[src/design/qclt_pkg.sv]
`default_nettype none

package qclt_pkg;

  // result kinds
  typedef enum logic [1:0] {
    KIND_BYTE     = 2'd0,
    KIND_ARG_END  = 2'd1,
    KIND_LINE_OK  = 2'd2,
    KIND_LINE_ERR = 2'd3
  } qclt_kind_e;

  // open quote state
  typedef enum logic [1:0] {
    Q_NONE   = 2'd0,
    Q_DOUBLE = 2'd1,
    Q_SINGLE = 2'd2
  } qclt_quote_e;

  localparam logic [7:0] CH_NUL    = 8'h00;
  localparam logic [7:0] CH_TAB    = 8'h09;
  localparam logic [7:0] CH_NL     = 8'h0A;
  localparam logic [7:0] CH_SPACE  = 8'h20;
  localparam logic [7:0] CH_DQUOTE = 8'h22;
  localparam logic [7:0] CH_SQUOTE = 8'h27;

  localparam logic [7:0] COUNT_MAX = 8'hFF;

  // one queued command: a result, plus a flag for a trailing line-end result
  typedef struct packed {
    qclt_kind_e  kind;
    logic [7:0]  char_out;
    logic [7:0]  arg_count;
    logic        line_end_follows;
  } qclt_entry_t;

  // queue status: full holds the input side, empty is seen by the back
  typedef struct packed {
    logic full;
    logic empty;
  } qclt_qstat_t;

endpackage

`default_nettype wire

[src/design/qclt_front.sv]
`default_nettype none

module qclt_front (
  input  logic                clk_i,
  input  logic                rst_ni,
  input  logic                accept_i,
  input  logic [7:0]          char_in_i,
  output logic                push_o,
  output qclt_pkg::qclt_entry_t push_entry_o
);
  import qclt_pkg::*;

  logic        between_q, between_d;
  qclt_quote_e quote_q, quote_d;
  logic [7:0]  args_q, args_d;

  logic        is_sp, is_nl, is_nul, is_dq, is_sq, blank;
  qclt_quote_e this_q;
  logic [7:0]  args_inc;
  logic        has_res;
  qclt_entry_t ent;

  assign is_sp    = (char_in_i == CH_SPACE) || (char_in_i == CH_TAB);
  assign is_nl    = (char_in_i == CH_NL);
  assign is_nul   = (char_in_i == CH_NUL);
  assign is_dq    = (char_in_i == CH_DQUOTE);
  assign is_sq    = (char_in_i == CH_SQUOTE);
  assign blank    = is_sp || is_nl || is_nul;
  assign this_q   = is_dq ? Q_DOUBLE : Q_SINGLE;
  assign args_inc = (args_q == COUNT_MAX) ? COUNT_MAX : args_q + 8'd1;

  always_comb begin
    between_d = between_q;
    quote_d   = quote_q;
    args_d    = args_q;
    has_res   = 1'b0;
    ent.kind             = KIND_BYTE;
    ent.char_out         = char_in_i;
    ent.arg_count        = args_q;
    ent.line_end_follows = 1'b0;

    if (between_q && is_sp) begin
      // space or tab before an argument, skipped
    end else if (between_q && is_nul) begin
      has_res      = 1'b1;
      ent.kind     = (quote_q != Q_NONE) ? KIND_LINE_ERR : KIND_LINE_OK;
      ent.char_out = CH_NUL;
      between_d    = 1'b1;
      quote_d      = Q_NONE;
      args_d       = '0;
    end else begin
      between_d = 1'b0;
      if (is_dq || is_sq) begin
        if (quote_q == this_q) begin
          quote_d = Q_NONE;
        end else if (quote_q == Q_NONE) begin
          quote_d = this_q;
        end else begin
          has_res = 1'b1;
        end
      end else if (!blank) begin
        has_res = 1'b1;
      end else if (quote_q == Q_NONE) begin
        // end of an unquoted argument
        has_res              = 1'b1;
        ent.kind             = KIND_ARG_END;
        ent.char_out         = CH_NUL;
        ent.arg_count        = args_inc;
        ent.line_end_follows = is_nul;
        between_d            = 1'b1;
        args_d               = is_nul ? 8'd0 : args_inc;
      end else if (is_nul) begin
        // line ends inside a quote, partial argument dropped
        has_res      = 1'b1;
        ent.kind     = KIND_LINE_ERR;
        ent.char_out = CH_NUL;
        between_d    = 1'b1;
        quote_d      = Q_NONE;
        args_d       = '0;
      end else begin
        has_res = 1'b1;
      end
    end
  end

  assign push_o       = accept_i && has_res;
  assign push_entry_o = ent;

  always_ff @(posedge clk_i or negedge rst_ni) begin
    if (!rst_ni) begin
      between_q <= 1'b1;
      quote_q   <= Q_NONE;
      args_q    <= '0;
    end else if (accept_i) begin
      between_q <= between_d;
      quote_q   <= quote_d;
      args_q    <= args_d;
    end
  end

endmodule

`default_nettype wire

[src/design/qclt_queue.sv]
`default_nettype none

module qclt_queue #(
  parameter int Depth = 4
) (
  input  logic                  clk_i,
  input  logic                  rst_ni,
  input  logic                  push_i,
  input  qclt_pkg::qclt_entry_t push_entry_i,
  input  logic                  pop_i,
  output qclt_pkg::qclt_entry_t head_o,
  output qclt_pkg::qclt_qstat_t stat_o
);
  import qclt_pkg::*;

  localparam int AW = (Depth > 1) ? $clog2(Depth) : 1;
  localparam int CW = $clog2(Depth + 1);

  qclt_entry_t    mem_q [Depth];
  logic [AW-1:0]  wr_q, wr_d, rd_q, rd_d;
  logic [CW-1:0]  cnt_q, cnt_d;

  function automatic logic [AW-1:0] bump(input logic [AW-1:0] p);
    logic [AW-1:0] r;
    r = (p == AW'(Depth - 1)) ? '0 : p + AW'(1);
    return r;
  endfunction

  always_comb begin
    wr_d  = push_i ? bump(wr_q) : wr_q;
    rd_d  = pop_i  ? bump(rd_q) : rd_q;
    cnt_d = cnt_q + CW'(push_i) - CW'(pop_i);
  end

  assign head_o       = mem_q[rd_q];
  assign stat_o.full  = (cnt_q == CW'(Depth));
  assign stat_o.empty = (cnt_q == '0);

  always_ff @(posedge clk_i or negedge rst_ni) begin
    if (!rst_ni) begin
      wr_q  <= '0;
      rd_q  <= '0;
      cnt_q <= '0;
    end else begin
      wr_q  <= wr_d;
      rd_q  <= rd_d;
      cnt_q <= cnt_d;
    end
  end

  always_ff @(posedge clk_i) begin
    if (push_i) begin
      mem_q[wr_q] <= push_entry_i;
    end
  end

endmodule

`default_nettype wire

[src/design/qclt_back.sv]
`default_nettype none

module qclt_back (
  input  logic                  clk_i,
  input  logic                  rst_ni,
  input  qclt_pkg::qclt_entry_t head_i,
  input  qclt_pkg::qclt_qstat_t stat_i,
  output logic                  pop_o,
  output logic                  out_valid_o,
  input  logic                  out_stall_i,
  output logic [1:0]            kind_o,
  output logic [7:0]            char_out_o,
  output logic [7:0]            arg_count_o,
  output logic                  last_o
);
  import qclt_pkg::*;

  logic       valid_q, valid_d;
  logic       pend_q, pend_d;
  qclt_kind_e kind_q, kind_d;
  logic [7:0] char_q, char_d;
  logic [7:0] count_q, count_d;
  logic       last_q, last_d;
  logic       load;

  assign load = !valid_q || !out_stall_i;

  always_comb begin
    valid_d = valid_q;
    pend_d  = pend_q;
    kind_d  = kind_q;
    char_d  = char_q;
    count_d = count_q;
    last_d  = last_q;
    pop_o   = 1'b0;
    if (load) begin
      if (pend_q) begin
        // trailing line end, same count as the argument end before it
        valid_d = 1'b1;
        pend_d  = 1'b0;
        kind_d  = KIND_LINE_OK;
        char_d  = CH_NUL;
        last_d  = 1'b1;
      end else if (!stat_i.empty) begin
        pop_o   = 1'b1;
        valid_d = 1'b1;
        pend_d  = head_i.line_end_follows;
        kind_d  = head_i.kind;
        char_d  = head_i.char_out;
        count_d = head_i.arg_count;
        last_d  = !head_i.line_end_follows;
      end else begin
        valid_d = 1'b0;
      end
    end
  end

  always_ff @(posedge clk_i or negedge rst_ni) begin
    if (!rst_ni) begin
      valid_q <= 1'b0;
      pend_q  <= 1'b0;
    end else begin
      valid_q <= valid_d;
      pend_q  <= pend_d;
    end
  end

  always_ff @(posedge clk_i) begin
    kind_q  <= kind_d;
    char_q  <= char_d;
    count_q <= count_d;
    last_q  <= last_d;
  end

  assign out_valid_o = valid_q;
  assign kind_o      = kind_q;
  assign char_out_o  = char_q;
  assign arg_count_o = count_q;
  assign last_o      = last_q;

endmodule

`default_nettype wire

[src/design/quoted_command_line_tokenizer_top.sv]
// channel  | handshake               | payload
// ---------+-------------------------+------------------------------------------
// in       | in_valid_i / in_stall_o | char_in_i
// out      | out_valid_o/out_stall_i | kind_o, char_out_o, arg_count_o, last_o
//
// one byte is taken per cycle while the command queue has room
// a byte gives zero, one or two results; the back end sends one result per cycle,
// unless out_stall_i holds it, so an argument end that also closes the line is
// sent as two results; each result passes through queue and output register
// reset clears tokenizer state, queue pointers and output valid; no clearing pass
// in_stall_o rises only when the queue is full
`default_nettype none

module quoted_command_line_tokenizer_top #(
  parameter int QueueDepth = 4
) (
  input  logic       clk_i,
  input  logic       rst_ni,
  input  logic       in_valid_i,
  output logic       in_stall_o,
  input  logic [7:0] char_in_i,
  output logic       out_valid_o,
  input  logic       out_stall_i,
  output logic [1:0] kind_o,
  output logic [7:0] char_out_o,
  output logic [7:0] arg_count_o,
  output logic       last_o
);
  import qclt_pkg::*;

  // front to queue
  logic        push;
  qclt_entry_t push_entry;
  // queue to back
  qclt_entry_t head;
  qclt_qstat_t qstat;
  logic        pop;
  logic        accept;

  // byte accepted whenever the queue can take a command
  assign in_stall_o = qstat.full;
  assign accept     = in_valid_i && !qstat.full;

  // classifier: tracks blank skipping, open quote and argument count
  qclt_front u_front (
    .clk_i        (clk_i),
    .rst_ni       (rst_ni),
    .accept_i     (accept),
    .char_in_i    (char_in_i),
    .push_o       (push),
    .push_entry_o (push_entry)
  );

  // short command queue decoupling classifier and result sender
  qclt_queue #(
    .Depth (QueueDepth)
  ) u_queue (
    .clk_i        (clk_i),
    .rst_ni       (rst_ni),
    .push_i       (push),
    .push_entry_i (push_entry),
    .pop_i        (pop),
    .head_o       (head),
    .stat_o       (qstat)
  );

  // result sender with output register, expands argument end plus line end
  qclt_back u_back (
    .clk_i       (clk_i),
    .rst_ni      (rst_ni),
    .head_i      (head),
    .stat_i      (qstat),
    .pop_o       (pop),
    .out_valid_o (out_valid_o),
    .out_stall_i (out_stall_i),
    .kind_o      (kind_o),
    .char_out_o  (char_out_o),
    .arg_count_o (arg_count_o),
    .last_o      (last_o)
  );

endmodule

`default_nettype wire

[config.mk]
export PLATFORM = sky130hd
export DESIGN_NAME = quoted_command_line_tokenizer_top
export DESIGN_NICKNAME = d
export VERILOG_FILES = /design/src/design/qclt_pkg.sv /design/src/design/qclt_front.sv /design/src/design/qclt_queue.sv /design/src/design/qclt_back.sv /design/src/design/quoted_command_line_tokenizer_top.sv
export SDC_FILE = /design/constraint.sdc
export NUM_CORES = 1
export LEC_CHECK = 0
export CORE_MARGIN = 2
export CORE_UTILIZATION = 58
export CTS_CLUSTER_DIAMETER = 30
export DETAILED_ROUTE_END_ITERATION = 10
export DONT_BUFFER_PORTS = 1
export GPL_ROUTABILITY_DRIVEN = 0
export PLACE_DENSITY = 0.74
export SETUP_SLACK_MARGIN = 0.2
export SYNTH_ARGS = -nofsm -noshare
export SYNTH_HDL_FRONTEND = slang
export SYNTH_SLANG_ARGS = --single-unit
[constraint.sdc]
create_clock -name clk_i -period 3.7 [get_ports clk_i]
set_clock_uncertainty 0.2 [all_clocks]
set_input_delay 0.37 -clock clk_i [delete_from_list [all_inputs] [get_ports clk_i]]
set_output_delay 0.37 -clock clk_i [all_outputs]
set_load 0.01 [all_outputs]
==> results.cfg <==
[synth]
synthTopCellsByArea = edfxtp_1 (57%), dfrtp_1 (9.5%), mux4_2 (8.5%), ha_1 (2.0%), nor2_1 (1.2%)
ys_top_cells_by_count = edfxtp_1 (95), dfrtp_1 (19), mux4_2 (19)
netlist_instances = 315
yosys_most_used_dff = edfxtp_1
synth_top_area_share_pct = 56.8
ys_types = 64
ys_warn_count = 0
yosysSeqAreaShare_pct = 66.8
synth_edf_count = 95
ys_seq_elements = 115
synth_top_area_cell = edfxtp_1
synth_fp_nets = 336
synth_area_per_cell_um2 = 15.9
synthArstFlopShare_pct = 17.4
synth_area_um2 = 5020
synth.most_common_cell = edfxtp_1

[timing]
worstMarginPinSlew_ps = 1110
final.min_clock_period_ps = 2740
setup-violations-final = 0
post-route-period-util_pct = 74.0
slew_headroom_pct = 26.3
max_freq_mhz = 365
slew_violations = 0
rsz0062_at_grt = no
hold_violations = 0
setup_tns_ps = 0

[cts]
insertion_delay_ps = 510
htree_levels = 4
cts_buffer_depth = 2
cts_hold_buf = 7
postCtsSetupBuffers = 0
cts.sinks = 115
cts_root_buf = clkbuf_8
postCtsResizedCells = 0
numCtsBuffers = 17
clkTransAtPathRegs_ps = 60
cts_tree = done

[final_layout]
syn_to_final_growth_pct = 15.2
layout.cells.non_filler = 451
ff_latch_area_um2 = 3350
nNetsFinal = 354
diodes = 0
drive_gt1_share_pct = 23.1
multi_input_area_um2 = 1550
fill_cells = 521

[floorplanning]
num_rows = 33
die_h_um = 97.0
start_util_pct = 60.5
die_area_um2 = 9420
coreArea_um2 = 8300
ios = 33
die_x_um = 97.0

[grt]
grt_pass1_vias = 2871
grt_max_degree = 23
track_usage_pct = 21.5
antenna_found_initial = 0
grt_pass1_wl_mm = 15.1
grt-ovfl-total = 0

[setup_path]
reg2regPathDepth = 6
rrSetupSlack_ps = 960
rr_endpoint = u_queue.mem_q[2][8]$_DFFE_PP_
required_ps = 3700
startpoint = u_queue.cnt_q[2]$_DFF_PN0_
cp.arrival_ps = 2740
endpoint = u_queue.mem_q[2][8]$_DFFE_PP_
critPathMaxFanout = 13
start_kind = flop
critPathKind = reg -> reg
reg2reg_from = u_queue.cnt_q[2]$_DFF_PN0_
endpoint_kind = flop

[routing]
wl_per_cell_um = 20.8
ant_nets = 0
drtIter0Drc = 266
via_count = 2773
dr.pass1.iters = 7
remaining_drc_errors = 0
routed_wl_mm = 9.39
viasPerCell = 6.15

[power]
total_power_mw = 4.59
power_density_nw_per_um2 = 794
vdd_drop_max_mv = 0.440
p_leak_nw = 2.08

[placed_design]
hpwlAfterDp_mm = 6.02
io_buffers = 0
dp.cells = 412

[hold_path]
hold_path_class = in -> reg
min_from = char_in_i[5]

[job]
drv_cap = 0

[run_status]
status = finished clean
-- cells by family after synthesis --
group / count (synthesis) / share of synthesized area [%]
AO/OA/AOI/OAI: 47 / 6.78
XOR/XNOR: 3 / 0.523
adder cells (fa/ha/maj): 9 / 2.39
buffers and inverters: 25 / 2.47
flip-flops: 115 / 66.8
multiplexers: 27 / 10.4
AND/OR/NAND/NOR: 89 / 10.6
-- flip-flops by register name (all words and copies together) (netlist names) --
register / cells
u_front.between_q: 1
u_back.char_out_o: 8
u_queue.wr_q: 2
u_front.args_q: 8
u_queue.cnt_q: 3
u_back.arg_count_o: 8
u_front.quote_q: 2
u_queue.mem_q: 76
u_back.last_o: 1
u_queue.rd_q: 2
u_back.pend_q: 1
u_back.kind_o: 2
u_back.out_valid_o: 1
-- final cells by class --
cell class	instances	share of cell area [%]
Timing Repair Buffer	13	1.99
Inverter	11	0.714
Clock inverter	15	3.14
Sequential cell	115	58.0
Multi-Input combinational cell	175	26.8
Tap cell	105	2.27
Clock buffer	17	7.16
-- placed cells by master (no fill, tap or decap), types with 3 or more instances in the layout --
cell and n:
a21oi_1 9, a2bb2oi_1 5, a31oi_1 4, and2_1 6
and3_1 5, buf_4 6, bufinv_16 3, clkbuf_16 16
clkinv_4 5, dfrtp_1 19, dlygate4sd3_1 7, edfxtp_1 95
ha_1 8, inv_1 11, inv_6 3, mux2_2 4
mux4_2 19, nand2_1 13, nand3_1 5, nor2_1 16
nor2b_1 9, nor3_1 9, o21ai_0 9, or2_2 3
-- report_power, final --
| group | leakage, nW | total, mW | switching [mW] | internal [mW] |
|---|---|---|---|---|
| Combinational | 0.666 | 0.882 | 0.443 | 0.438 |
| Sequential | 1.13 | 2.09 | 0.250 | 1.84 |
| Clock | 0.290 | 1.62 | 0.593 | 1.03 |
-- worst max-delay path, cell delays in order (launching register included) --
cell and delay, ps:
dfrtp_1 410, nor3b_1 210, and2b_1 220, or2b_2 330
nor2_1 350, and2_1 410, buf_4 300
-- worst min-delay path by stage --
stage                                     end  depth (start not counted)
3_3_place_gp    u_front.args_q[6]$_DFFE_PN0P_                          0
2_1_floorplan  u_back.out_valid_o$_DFFE_PN0P_                          0
5_1_grt        u_queue.mem_q[2][14]$_DFFE_PP_                          1
4_1_cts        u_queue.mem_q[2][14]$_DFFE_PP_                          1
6_report       u_queue.mem_q[2][14]$_DFFE_PP_                          1
3_5_place_dp    u_front.args_q[1]$_DFFE_PN0P_                          0
-- through the flow --
stage                     utilization [%]  instance area (um^2)  setup slack (ps)  hold WS, ps
after floorplan                         -                  5020               918         -126
after global placement               61.7                  5120              1040         -125
after detailed placement             61.7                  5120               958         -125
after CTS                            69.7                  5790               934         9.09
after global routing                 69.7                  5790               782         15.3
final                                69.7                  5790               963         46.8
-- metal layers --
metal  global-route usage (%)  vias to the layer above  routed length [um]  share of wire [%]
met5                        0                        -                   0                  0
met4                     6.72                        0                 137                1.5
met3                     7.15                       16                 419                4.5
met2                     33.9                       90                4700                 50
met1                     28.9                     1392                4130                 44
li1                         -                     1275                   -                  -
Note: power is estimated with default switching activity, not from simulation.
